==> src/rcs_pkg.sv <==
// ----------------------------------------------------------------------------
// RC stick package
// Shared constants, types and helper functions for the stick setpoint and
// arming block.
// ----------------------------------------------------------------------------
package rcs_pkg;

    // Width of the tick counter used for the hold timer.
    localparam int TIME_WIDTH = 32;

    localparam int PULSE_W    = 12;
    localparam int CLAMP_W    = 11;
    localparam int MAX_W      = 11;
    localparam int ANGLE_W    = 8;
    localparam int HOLD_W     = 16;
    localparam int IN_TIME_W  = 32;
    localparam int SETP_W     = 16;
    localparam int MAG_W      = 9;
    localparam int PROD_W     = MAG_W + MAX_W;
    localparam int CFG_ADDR_W = 3;
    localparam int CFG_DATA_W = 16;

    // Number of scaled setpoint channels.
    localparam int NCH = 5;

    localparam logic [CLAMP_W-1:0] PULSE_MIN = 11'd1000;
    localparam logic [CLAMP_W-1:0] PULSE_MAX = 11'd2000;
    localparam logic [CLAMP_W-1:0] PULSE_MID = 11'd1500;

    localparam logic [PULSE_W-1:0] STICK_VALID_LO  = 12'd750;
    localparam logic [PULSE_W-1:0] STICK_LOW_EDGE  = 12'd1050;
    localparam logic [PULSE_W-1:0] STICK_HIGH_EDGE = 12'd1950;
    localparam logic [PULSE_W-1:0] STICK_VALID_HI  = 12'd2250;

    // Register indexes of the configuration port.
    localparam logic [CFG_ADDR_W-1:0] CFG_ROLL_MAX_ANGLE  = 3'd0;
    localparam logic [CFG_ADDR_W-1:0] CFG_PITCH_MAX_ANGLE = 3'd1;
    localparam logic [CFG_ADDR_W-1:0] CFG_ROLL_MAX_RATE   = 3'd2;
    localparam logic [CFG_ADDR_W-1:0] CFG_PITCH_MAX_RATE  = 3'd3;
    localparam logic [CFG_ADDR_W-1:0] CFG_YAW_MAX_RATE    = 3'd4;
    localparam logic [CFG_ADDR_W-1:0] CFG_HOLD_TICKS      = 3'd5;

    localparam logic [ANGLE_W-1:0] RST_MAX_ANGLE  = 8'd30;
    localparam logic [MAX_W-1:0]   RST_MAX_RATE   = 11'd200;
    localparam logic [HOLD_W-1:0]  RST_HOLD_TICKS = 16'd500;

    // Division by 125 as a multiplication by a rounded-up reciprocal. The
    // error term times the largest dividend stays below 2^RECIP_SHIFT, so the
    // quotient is exact over the whole operand range.
    localparam int DIV_IN_W    = PROD_W + 2;
    localparam int RECIP_SHIFT = 30;
    localparam int RECIP_W     = 24;
    localparam int DIV_PROD_W  = DIV_IN_W + RECIP_W;
    localparam int QUOT_W      = 15;
    localparam logic [RECIP_W-1:0]  RECIP_125   = 24'd8589935;
    localparam logic [DIV_IN_W-1:0] ROUND_BIAS  = 22'd62;

    typedef struct packed {
        logic armed;
        logic enable_failsafe;
        logic disable_failsafe;
    } arm_flags_t;

    function automatic logic [CLAMP_W-1:0] clamp_pulse(input logic [PULSE_W-1:0] p);
        logic [CLAMP_W-1:0] r;
        if (p < PULSE_W'(PULSE_MIN)) begin
            r = PULSE_MIN;
        end else if (p > PULSE_W'(PULSE_MAX)) begin
            r = PULSE_MAX;
        end else begin
            r = p[CLAMP_W-1:0];
        end
        return r;
    endfunction

    function automatic logic in_open(input logic [PULSE_W-1:0] v,
                                     input logic [PULSE_W-1:0] lo,
                                     input logic [PULSE_W-1:0] hi);
        return (v > lo) && (v < hi);
    endfunction

endpackage

==> src/rcs_stick_mul.sv <==
// ----------------------------------------------------------------------------
// RC stick magnitude multiplier
// Clamps one stick pulse, takes its distance from centre and multiplies it by
// the configured full-stick value. The sign is carried separately.
// ----------------------------------------------------------------------------
module rcs_stick_mul (
    input  logic [rcs_pkg::PULSE_W-1:0] pulse,
    input  logic [rcs_pkg::MAX_W-1:0]   max_val,
    input  logic                        invert,
    output logic [rcs_pkg::PROD_W-1:0]  prod,
    output logic                        neg
);
    import rcs_pkg::*;

    logic [CLAMP_W-1:0] clamped;
    logic [MAG_W-1:0]   mag;
    logic               below_mid;

    always_comb begin
        clamped   = clamp_pulse(pulse);
        below_mid = clamped < PULSE_MID;
        if (below_mid) begin
            mag = MAG_W'(PULSE_MID - clamped);
        end else begin
            mag = MAG_W'(clamped - PULSE_MID);
        end
        prod = PROD_W'(mag) * PROD_W'(max_val);
        neg  = below_mid ^ invert;
    end

endmodule

==> src/rcs_round_div.sv <==
// ----------------------------------------------------------------------------
// RC stick rounding divider
// Turns a stick product into a signed setpoint in sixteenths: the product is
// scaled by 4/125, rounded half away from zero, and the sign applied.
// ----------------------------------------------------------------------------
module rcs_round_div (
    input  logic [rcs_pkg::PROD_W-1:0]        prod,
    input  logic                              neg,
    output logic signed [rcs_pkg::SETP_W-1:0] setpoint
);
    import rcs_pkg::*;

    logic [DIV_IN_W-1:0]   dividend;
    logic [DIV_PROD_W-1:0] scaled;
    logic [QUOT_W-1:0]     quot;

    always_comb begin
        // Adding 62 before the floor division by 125 gives round-half-up on 4p/125.
        dividend = {prod, 2'b00} + ROUND_BIAS;
        scaled   = DIV_PROD_W'(dividend) * DIV_PROD_W'(RECIP_125);
        quot     = scaled[RECIP_SHIFT +: QUOT_W];
        if (neg) begin
            setpoint = -$signed(SETP_W'(quot));
        end else begin
            setpoint = $signed(SETP_W'(quot));
        end
    end

endmodule

==> src/rcs_arming.sv <==
// ----------------------------------------------------------------------------
// RC stick arming logic
// Holds the armed flag and the hold timer, and updates them once for every
// frame that leaves the input stage.
// ----------------------------------------------------------------------------
module rcs_arming (
    input  logic                           aclk,
    input  logic                           aresetn,
    input  logic                           step,
    input  logic [rcs_pkg::PULSE_W-1:0]    throttle_pulse,
    input  logic [rcs_pkg::PULSE_W-1:0]    yaw_pulse,
    input  logic [rcs_pkg::IN_TIME_W-1:0]  time_now,
    input  logic                           failsafe_tripped,
    input  logic [rcs_pkg::HOLD_W-1:0]     hold_ticks,
    output rcs_pkg::arm_flags_t            flags
);
    import rcs_pkg::*;

    logic                  armed_reg,   armed_next;
    logic                  running_reg, running_next;
    logic [TIME_WIDTH-1:0] start_reg,   start_next;

    logic                  thr_low, yaw_low, yaw_high, gesture, held;
    logic [TIME_WIDTH-1:0] now, elapsed;

    always_comb begin
        now      = TIME_WIDTH'(time_now);
        thr_low  = in_open(throttle_pulse, STICK_VALID_LO, STICK_LOW_EDGE);
        yaw_low  = in_open(yaw_pulse, STICK_VALID_LO, STICK_LOW_EDGE);
        yaw_high = in_open(yaw_pulse, STICK_HIGH_EDGE, STICK_VALID_HI);
        gesture  = thr_low && (yaw_low || yaw_high);

        // A timer that is not yet running starts at this frame, so it has
        // zero elapsed time. Moving yaw between the ends keeps it running.
        start_next   = (gesture && !running_reg) ? now : start_reg;
        running_next = gesture;
        elapsed      = now - start_next;
        held         = gesture && (elapsed > TIME_WIDTH'(hold_ticks));

        armed_next            = armed_reg;
        flags.enable_failsafe  = 1'b0;
        flags.disable_failsafe = 1'b0;
        if (held) begin
            if (yaw_low) begin
                if (armed_reg) begin
                    armed_next             = 1'b0;
                    flags.disable_failsafe = 1'b1;
                end
            end else if (!failsafe_tripped && !armed_reg) begin
                armed_next            = 1'b1;
                flags.enable_failsafe = 1'b1;
            end
        end
        flags.armed = armed_next;
    end

    always_ff @(posedge aclk) begin
        if (!aresetn) begin
            armed_reg   <= 1'b0;
            running_reg <= 1'b0;
            start_reg   <= '0;
        end else if (step) begin
            armed_reg   <= armed_next;
            running_reg <= running_next;
            start_reg   <= start_next;
        end
    end

endmodule

==> src/rc_stick_setpoint_and_arming_top.sv <==
// ----------------------------------------------------------------------------
// RC stick setpoint and arming, top level
// Clamps and scales one receiver frame into setpoints and runs the stick
// arming gesture.
// ----------------------------------------------------------------------------
// The block takes one frame in every clock cycle while the output side is
// not stalled. A frame is registered at the input, then the stick products
// and the arming decision are registered, then the reciprocal multiplication
// by 1/125 fills the output register. Backpressure on the result channel
// stalls the pipeline stage by stage, so up to three frames can be held
// inside. Configuration registers are written through a plain write port
// and must only change while no frame is in flight.
module rc_stick_setpoint_and_arming_top (
    input  logic                                 aclk,
    input  logic                                 aresetn,

    input  logic                                 cfg_wr_en,
    input  logic [rcs_pkg::CFG_ADDR_W-1:0]       cfg_addr,
    input  logic [rcs_pkg::CFG_DATA_W-1:0]       cfg_wdata,

    input  logic                                 s_valid,
    output logic                                 s_ready,
    input  logic [rcs_pkg::PULSE_W-1:0]          s_throttle_pulse,
    input  logic [rcs_pkg::PULSE_W-1:0]          s_roll_pulse,
    input  logic [rcs_pkg::PULSE_W-1:0]          s_pitch_pulse,
    input  logic [rcs_pkg::PULSE_W-1:0]          s_yaw_pulse,
    input  logic [rcs_pkg::IN_TIME_W-1:0]        s_time_now,
    input  logic                                 s_failsafe_tripped,

    output logic                                 m_valid,
    input  logic                                 m_ready,
    output logic [rcs_pkg::CLAMP_W-1:0]          m_throttle_out,
    output logic signed [rcs_pkg::SETP_W-1:0]    m_roll_angle_out,
    output logic signed [rcs_pkg::SETP_W-1:0]    m_pitch_angle_out,
    output logic signed [rcs_pkg::SETP_W-1:0]    m_roll_rate_out,
    output logic signed [rcs_pkg::SETP_W-1:0]    m_pitch_rate_out,
    output logic signed [rcs_pkg::SETP_W-1:0]    m_yaw_rate_out,
    output logic                                 m_armed,
    output logic                                 m_enable_failsafe,
    output logic                                 m_disable_failsafe
);
    import rcs_pkg::*;

    // Configuration registers.
    logic [ANGLE_W-1:0] roll_max_angle_reg, pitch_max_angle_reg;
    logic [MAX_W-1:0]   roll_max_rate_reg, pitch_max_rate_reg, yaw_max_rate_reg;
    logic [HOLD_W-1:0]  hold_ticks_reg;

    // Input stage.
    logic                 s1_valid_reg;
    logic [PULSE_W-1:0]   s1_thr_reg, s1_roll_reg, s1_pitch_reg, s1_yaw_reg;
    logic [IN_TIME_W-1:0] s1_time_reg;
    logic                 s1_fs_reg;

    // Product stage.
    logic                 s2_valid_reg;
    logic [CLAMP_W-1:0]   s2_thr_reg;
    logic [PROD_W-1:0]    s2_prod_reg [NCH];
    logic [NCH-1:0]       s2_neg_reg;
    arm_flags_t           s2_flags_reg;

    // Output stage.
    logic                 m_valid_reg;

    logic                 s1_adv, s2_adv, s2_free, s3_free;
    logic [PULSE_W-1:0]   ch_pulse [NCH];
    logic [MAX_W-1:0]     ch_max   [NCH];
    logic [NCH-1:0]       ch_inv;
    logic [PROD_W-1:0]    ch_prod  [NCH];
    logic [NCH-1:0]       ch_neg;
    logic signed [SETP_W-1:0] ch_setp [NCH];
    arm_flags_t           arm_flags;

    assign s3_free = !m_valid_reg || m_ready;
    assign s2_adv  = s2_valid_reg && s3_free;
    assign s2_free = !s2_valid_reg || s2_adv;
    assign s1_adv  = s1_valid_reg && s2_free;
    assign s_ready = !s1_valid_reg || s1_adv;
    assign m_valid = m_valid_reg;

    always_ff @(posedge aclk) begin
        if (!aresetn) begin
            roll_max_angle_reg  <= RST_MAX_ANGLE;
            pitch_max_angle_reg <= RST_MAX_ANGLE;
            roll_max_rate_reg   <= RST_MAX_RATE;
            pitch_max_rate_reg  <= RST_MAX_RATE;
            yaw_max_rate_reg    <= RST_MAX_RATE;
            hold_ticks_reg      <= RST_HOLD_TICKS;
        end else if (cfg_wr_en) begin
            case (cfg_addr)
                CFG_ROLL_MAX_ANGLE:  roll_max_angle_reg  <= cfg_wdata[ANGLE_W-1:0];
                CFG_PITCH_MAX_ANGLE: pitch_max_angle_reg <= cfg_wdata[ANGLE_W-1:0];
                CFG_ROLL_MAX_RATE:   roll_max_rate_reg   <= cfg_wdata[MAX_W-1:0];
                CFG_PITCH_MAX_RATE:  pitch_max_rate_reg  <= cfg_wdata[MAX_W-1:0];
                CFG_YAW_MAX_RATE:    yaw_max_rate_reg    <= cfg_wdata[MAX_W-1:0];
                CFG_HOLD_TICKS:      hold_ticks_reg      <= cfg_wdata[HOLD_W-1:0];
                default: ;
            endcase
        end
    end

    // Valid bits of the three stages.
    always_ff @(posedge aclk) begin
        if (!aresetn) begin
            s1_valid_reg <= 1'b0;
            s2_valid_reg <= 1'b0;
            m_valid_reg  <= 1'b0;
        end else begin
            if (s_ready) begin
                s1_valid_reg <= s_valid;
            end
            if (s2_free) begin
                s2_valid_reg <= s1_valid_reg;
            end
            if (s3_free) begin
                m_valid_reg <= s2_valid_reg;
            end
        end
    end

    always_ff @(posedge aclk) begin
        if (s_valid && s_ready) begin
            s1_thr_reg   <= s_throttle_pulse;
            s1_roll_reg  <= s_roll_pulse;
            s1_pitch_reg <= s_pitch_pulse;
            s1_yaw_reg   <= s_yaw_pulse;
            s1_time_reg  <= s_time_now;
            s1_fs_reg    <= s_failsafe_tripped;
        end
    end

    always_comb begin
        ch_pulse[0] = s1_roll_reg;   ch_max[0] = MAX_W'(roll_max_angle_reg);
        ch_pulse[1] = s1_pitch_reg;  ch_max[1] = MAX_W'(pitch_max_angle_reg);
        ch_pulse[2] = s1_roll_reg;   ch_max[2] = roll_max_rate_reg;
        ch_pulse[3] = s1_pitch_reg;  ch_max[3] = pitch_max_rate_reg;
        ch_pulse[4] = s1_yaw_reg;    ch_max[4] = yaw_max_rate_reg;
        ch_inv      = 5'b10000;
    end

    for (genvar i = 0; i < NCH; i++) begin : g_ch
        rcs_stick_mul u_mul (
            .pulse   (ch_pulse[i]),
            .max_val (ch_max[i]),
            .invert  (ch_inv[i]),
            .prod    (ch_prod[i]),
            .neg     (ch_neg[i])
        );

        rcs_round_div u_div (
            .prod     (s2_prod_reg[i]),
            .neg      (s2_neg_reg[i]),
            .setpoint (ch_setp[i])
        );
    end

    rcs_arming u_arming (
        .aclk             (aclk),
        .aresetn          (aresetn),
        .step             (s1_adv),
        .throttle_pulse   (s1_thr_reg),
        .yaw_pulse        (s1_yaw_reg),
        .time_now         (s1_time_reg),
        .failsafe_tripped (s1_fs_reg),
        .hold_ticks       (hold_ticks_reg),
        .flags            (arm_flags)
    );

    always_ff @(posedge aclk) begin
        if (s1_adv) begin
            s2_thr_reg   <= clamp_pulse(s1_thr_reg);
            s2_prod_reg  <= ch_prod;
            s2_neg_reg   <= ch_neg;
            s2_flags_reg <= arm_flags;
        end
    end

    always_ff @(posedge aclk) begin
        if (s2_adv) begin
            m_throttle_out     <= s2_thr_reg;
            m_roll_angle_out   <= ch_setp[0];
            m_pitch_angle_out  <= ch_setp[1];
            m_roll_rate_out    <= ch_setp[2];
            m_pitch_rate_out   <= ch_setp[3];
            m_yaw_rate_out     <= ch_setp[4];
            m_armed            <= s2_flags_reg.armed;
            m_enable_failsafe  <= s2_flags_reg.enable_failsafe;
            m_disable_failsafe <= s2_flags_reg.disable_failsafe;
        end
    end

endmodule

==> config.mk <==
export PLATFORM = sky130hd
export DESIGN_NAME = rc_stick_setpoint_and_arming_top
export DESIGN_NICKNAME = d
export VERILOG_FILES = /design/src/rcs_pkg.sv /design/src/rcs_stick_mul.sv /design/src/rcs_round_div.sv /design/src/rcs_arming.sv /design/src/rc_stick_setpoint_and_arming_top.sv
export SDC_FILE = /design/constraint.sdc
export NUM_CORES = 2
export LEC_CHECK = 0
export BUFFER_PORTS_ARGS = -buffer_cell sky130_fd_sc_hd__buf_2
export CAP_MARGIN = 25
export CELL_PAD_IN_SITES_DETAIL_PLACEMENT = 0
export CELL_PAD_IN_SITES_GLOBAL_PLACEMENT = 1
export CORE_ASPECT_RATIO = 0.75
export CORE_MARGIN = 4
export CORE_UTILIZATION = 45
export DETAILED_ROUTE_END_ITERATION = 8
export GPL_ROUTABILITY_DRIVEN = 0
export PLACE_DENSITY = 0.82
export RECOVER_POWER = 50
export SLEW_MARGIN = 20
export SYNTH_ARGS = -nofsm -noshare
export SYNTH_HDL_FRONTEND = slang
export SYNTH_SLANG_ARGS = --single-unit
==> constraint.sdc <==
create_clock -name aclk -period 13.8 [get_ports aclk]
set_input_delay 0.69 -clock aclk [delete_from_list [all_inputs] [get_ports aclk]]
set_output_delay 0.69 -clock aclk [all_outputs]
set_load 0.01 [all_outputs]
Word-level counts from Yosys, hierarchy flattened
Cells that the tools add are included.

storage, ports and cells
  register bits = 396
  input bits = 105
  output and inout bits = 96
  logic and storage cells = 146

cells by class
  $add $sub $neg = 17
  multiply operators = 10
  $lt $le $gt $ge = 18
  equal/unequal tests = 5
  mux-type cells = 21
  bitwise logic cells = 2
  reductions and logical operators = 30

operators by type and width
  cell                                                          count
  multiplier 22 x 24 -> 45 bit, second input constant           5
  adder 22 x 6 -> 22 bit, second input constant                 5
  negator 15 -> 16 bit                                          5
  2-to-1 mux 11 bit                                             7
  2-to-1 mux 15 bit                                             5
  > comparator 12 x 11 -> 1 bit, second input constant          5
  multiplier 9 x 11 -> 20 bit                                   3
  less-than comparator 12 x 10 -> 1 bit, second input constant  4
  multiplier 9 x 8 -> 17 bit                                    2
  less-than comparator 11 bit, second input constant            3
  > comparator 32 x 16 -> 1 bit                                 1
  2-to-1 mux 32 bit                                             1
  subtractor 32 bit                                             1
  2-to-1 mux 9 bit                                              3
  subtractor 9 bit, first input constant                        3
  subtractor 9 bit, second input constant                       3
  > comparator 12 x 10 -> 1 bit, second input constant          2
  less-than comparator 12 x 11 -> 1 bit, second input constant  2
  AND reduction 2 bit                                           7
  less-than comparator 12 bit, second input constant            1
  logical AND 1 bit                                             10
  equality test 3 x 2 -> 1 bit, second input constant           2
  equality test 3 bit, second input constant                    2
  zero test 1 bit                                               6
  6 further kinds                                               15

Logic depth before layout (Yosys ltp)
  word-level depth = 11
  depth in mapped cells = 38
  mapped depth without buffers = 38

Modules after synthesis
Synthesis repeated with hierarchy kept, for this count alone.

unflattened totals
  cells, all modules = 8549
  area, all modules = 78841.9 µm²

modules (own cells, without submodules)
  module                              instances  cells an instance  area an instance (µm²)  sequential area each (µm²)
  rcs_round_div at g_ch[1].u_div ...  3          1000               8811.0                  0.0
  rc_stick_setpoint_and_arming_top    1          603                11531.1                 10189.8
  rcs_stick_mul at g_ch[1].u_mul ...  3          493                3819.9                  0.0
  rcs_round_div at g_ch[0].u_div      1          983                8733.4                  0.0
  rcs_round_div at g_ch[4].u_div      1          944                8490.6                  0.0
  rcs_arming                          1          592                4561.9                  680.7
  rcs_stick_mul at g_ch[0].u_mul      1          473                3829.9                  0.0
  rcs_stick_mul at g_ch[4].u_mul      1          475                3802.4                  0.0

Worst setup path after synthesis
Ideal clock, no wire load.

  path kind = reg2reg
  from = register s2_prod_reg[60] (netlist bit)
  to = register m_pitch_angle_out[12] (netlist bit) (data pin)
  library setup time = 0.137 ns
  arrival = 8.987 ns
  data required time = 13.663 ns
  setup slack = 4.676 ns
  stages on the path, launching flop included = 36
  buffers on the path = 0
  clock period less this slack = 9.124 ns
  cells stage by stage = edfxtp_1 > inv_1 > ha_1 > inv_1 > or3_1 > and3_1 > and3_1 > and3_1 > xnor2_1 > inv_1 > ha_1 > fa_1 > inv_1 > fa_1 > fa_1 > inv_1 > fa_1 > fa_1 > inv_1 > fa_1 > inv_1 > ha_1 > a21oi_1 > o21ai_0 > or4bb_1 > o22ai_1 > o41ai_1 > a311o_1 > inv_1 > ha_1 > inv_1 > a2111o_1 > a31o_2 > a2111o_1 > o2111a_1 > nand4_1

RTL lines
  item                    RTL line                                 RTL
  start, declared         rc_stick_setpoint_and_arming_top.sv:58   logic [PROD_W-1:0] s2_prod_reg [NCH];
  start signal, assigned  rc_stick_setpoint_and_arming_top.sv:172  s2_prod_reg <= ch_prod;
  end signal, assigned    rc_stick_setpoint_and_arming_top.sv:182  m_pitch_angle_out <= ch_setp[1];
  end, declared           rc_stick_setpoint_and_arming_top.sv:34   output logic signed [rcs_pkg::SETP_W-1:0] m_pitch_angle_out,

==> summary.md <==
| Metric | Value |
|---|---|
| Synth area leader | `fa_1` |
| Cell count after synthesis | `7360` |
| Worst rel slew slack | `-194%` |
| DRT Wirelength | `171 mm` |
| H-tree Lvls | `2` |
| CP peak stage delay | `580 ps` |
| Share of layout cells above drive strength 1 | `4.02%` |
| Final ANT Viol Nets | `0` |
| Die width | `463 um` |
| Async set-reset flop share out of synthesis | `0%` |
| MaxCap Viol Count | `3` |
| Synth top area cells | `fa_1 26%, ha_1 23%, edfxtp_1 12%, inv_1 9.1%, nand2_1 3.4%` |
| Synth Area per Inst | `9.50 um^2` |
| Post-synth top area share | `26.5%` |
| Core area | `0.153 mm^2` |
| WP data required | `14330 ps` |
| Synth Net Count | `about 9700` |
| Post-layout min period | `10220 ps` |
| Max FO, Critical Path | `8` |
| Reg2reg start | `s2_prod_reg[60]$_DFFE_PP_` |
| Post-Route Setup TNS | `0 ps` |
| IO buf count | `200` |
| Number of buffers created by CTS | `48` |
| Max reg flops | `94` |
| Failing checks | `max-capacitance violations, max-slew violations` |
| GRT Overall Usage | `21.3%` |
| Top FF cell, synth | `edfxtp_1` |
| Vias in the first global route | `51996` |
| Top-Level Pins | `201` |
| Pre-Repair DR Iteration Count | `5` |
| Final setup viols | `0` |
| DRT iter0 DRCs | `3227` |
| Worst setup SP type | `flop` |
| DRC violations left | `0` |
| Area Overhead vs Synth | `6.95%` |
| Vias after detailed routing | `50296` |
| CTS resizes | `0` |
| Clk slew on worst S/H paths | `70 ps` |
| Clock sinks | `388` |
| FP Rows | `roughly 120` |
| Sequential fraction of the synthesis area | `15.2%` |
| Starting Density | `between 40% and 50%` |
| CP Class | `reg2reg` |
| GRT overflow | `0` |
| Final hold vios | `0` |
| Most used cell, CP | `inv_1` |
| Nets@finish | `9840` |
| EDFF count, synth | `286` |
| Max stage delay cell, worst path | `fa_1` |
| Antenna violations before repair | `23` |
| Hold Crit Class | `in2reg` |
| Die ar. | `0.162 mm^2` |
| Mapped cell area | `between 0.06 and 0.07 mm^2` |
| CTS tree | `yes` |
| Maximum buffer depth of the clock tree | `3` |
| CTS Hold Bufs | `0` |
| Run status | `complete, but fails checks` |
| Worst-Margin Slew | `4390 ps` |
| Crit path DAT | `approximately 11000 ps` |
| Unique masters post-synth | `101` |
| Crit. End Element | `flop` |
| Final setup margin | `3580 ps` |
| Fill cells | `14284` |
| Largest net degree at the start of global routing | `114` |
| #FFs+latches synth | `about 390` |
| Hold Startpoint | `s_yaw_pulse[0]` |
| Vias/cell | `5.25` |
| Routed length per instance | `17.8 um` |
| Root buf cell | `clkbuf_16` |
| Die Ht | `349 um` |
| Worst clock skew | `25.9 ps` |
| Fmax | `97.8 MHz` |
| Setup Buffers After CTS | `0` |
| Dpl hpwl | `144 mm` |
| RSZ-0062 raised after global routing | `no` |
| Clk Latency, worst-skew pair | `about 670 ps` |
| Max-slew violations | `231` |
| Worst slack, placed | `3640 ps` |
| Final critical-path share of the clock period | `74.1%` |
| First-pass GRT wire length | `279 mm` |
| Yosys Warn Count | `0` |
| Worst setup path start | `s2_prod_reg[60]$_DFFE_PP_` |
-- cell families (layout without fill, tap and decap cells) --
logic type | count (synthesis) | after routing | share of synthesized area (%)
flip-flops | 388 | 388 | 15.2
XOR/XNOR | 298 | 298 | 3.77
adder cells (fa/ha/maj) | 2229 | 2229 | 49.8
other | 0 | 20 | 0
buffers and inverters | 1864 | 2049 | 10.1
AO/OA/AOI/OAI | 924 | 924 | 9.01
multiplexers | 58 | 58 | 0.850
AND/OR/NAND/NOR | 1599 | 1599 | 11.3
-- metal layers --
metal | GRT usage, % | part of all wire, %
met4 | 4.94 | 2.5
met1 | 31.3 | 48
met2 | 32.8 | 43
met3 | 3.60 | 6.6
met5 | 0 | 0.021
-- per-stage QoR --
| step | util, % | hold slack (ps) | instances | instance area, um^2 |
|---|---|---|---|---|
| 3_5_place_dp | 47.8 | 408 | 9464 | 73200 |
| 4_1_cts | 48.8 | 147 | 9553 | 74800 |
| 5_1_grt | 48.8 | 162 | 9575 | 74700 |
| 3_3_place_gp | 47.7 | 401 | 9464 | 73200 |
| 6_report | 48.8 | 202 | 9581 | 74700 |
| 2_1_floorplan | - | 400 | 7360 | 69900 |
-- worst max-delay path, delay by kind of cell (launching register included) --
family                     cells  cell delay [ps]
adders and majority gates     10             4270
and+or+nand+nor                6             1700
buffers and inverters          9             1010
DFF                            1              530
AOI/OAI and AO/OA              9             2130
xor gates and xnor gates       1              450
-- synth_stat cells, drive strengths merged (34+ instances only) --
| cell type | number |
|---|---|
| nand4 | 49 |
| o21ai | 164 |
| xor2 | 113 |
| nand3 | 110 |
| a21oi | 238 |
| o211a | 34 |
| inv | 1702 |
| ha | 1304 |
| fa | 925 |
| and3 | 82 |
| and2 | 218 |
| a21boi | 59 |
| nand2 | 639 |
| clkbuf | 90 |
| nor2 | 211 |
| o211ai | 41 |
| nor2b | 48 |
| mux2i | 47 |
| dfxtp | 102 |
| a21o | 91 |
| buf | 72 |
| edfxtp | 286 |
| nor3 | 64 |
| xnor2 | 185 |
-- path summary, 6_finish.rpt --
path | end | cells past startpoint | slack (ps)
max | m_pitch_angle_out[12]$_DFFE_PP_ | 35 | 3580
max reg2reg | m_pitch_angle_out[12]$_DFFE_PP_ | 35 | 3580
min reg2reg | m_disable_failsafe$_DFFE_PP_ | 0 | 420
min | s1_yaw_reg[0]$_DFFE_PP_ | 1 | 200
-- placed cells by master, fill, tap and decap left out, types with 17 or more instances in the layout --
master	n
nor2_1	211
o211ai_1	41
and2_1	212
o21a_1	31
mux2i_1	47
fa_1	925
or3_1	21
clkbuf_16	48
a21oi_1	233
and3_1	81
a211oi_1	31
buf_2	77
inv_1	1701
o21bai_1	27
clkbuf_1	136
a21o_1	91
nor2b_1	47
o21ai_0	151
or2_2	31
xnor2_1	181
a31oi_1	25
o2111ai_1	17
ha_1	1304
dfxtp_1	102
nand2_1	638
nand3_1	110
diode_2	20
nand4_1	48
nand2b_1	31
edfxtp_1	286
a21boi_0	59
buf_4	49
nor3_1	64
o22ai_1	17
o211a_1	34
xor2_1	111
nor4_1	21
-- cell type report --
cell class	count	area (um^2)	share of cell area, %
multi-input combinational	5108	52300	69.9
clock inverter	29	337	0.450
inverter	1702	6390	8.55
timing repair buffer	258	1280	1.71
antenna	20	50.0	0.0670
tap	2016	2520	3.37
sequential	388	10600	14.2
clock buffer	60	1280	1.71
Power is left out: the tool's default activity adds up to more than one toggle a clock period on the data nets, which glitch-free logic cannot reach.
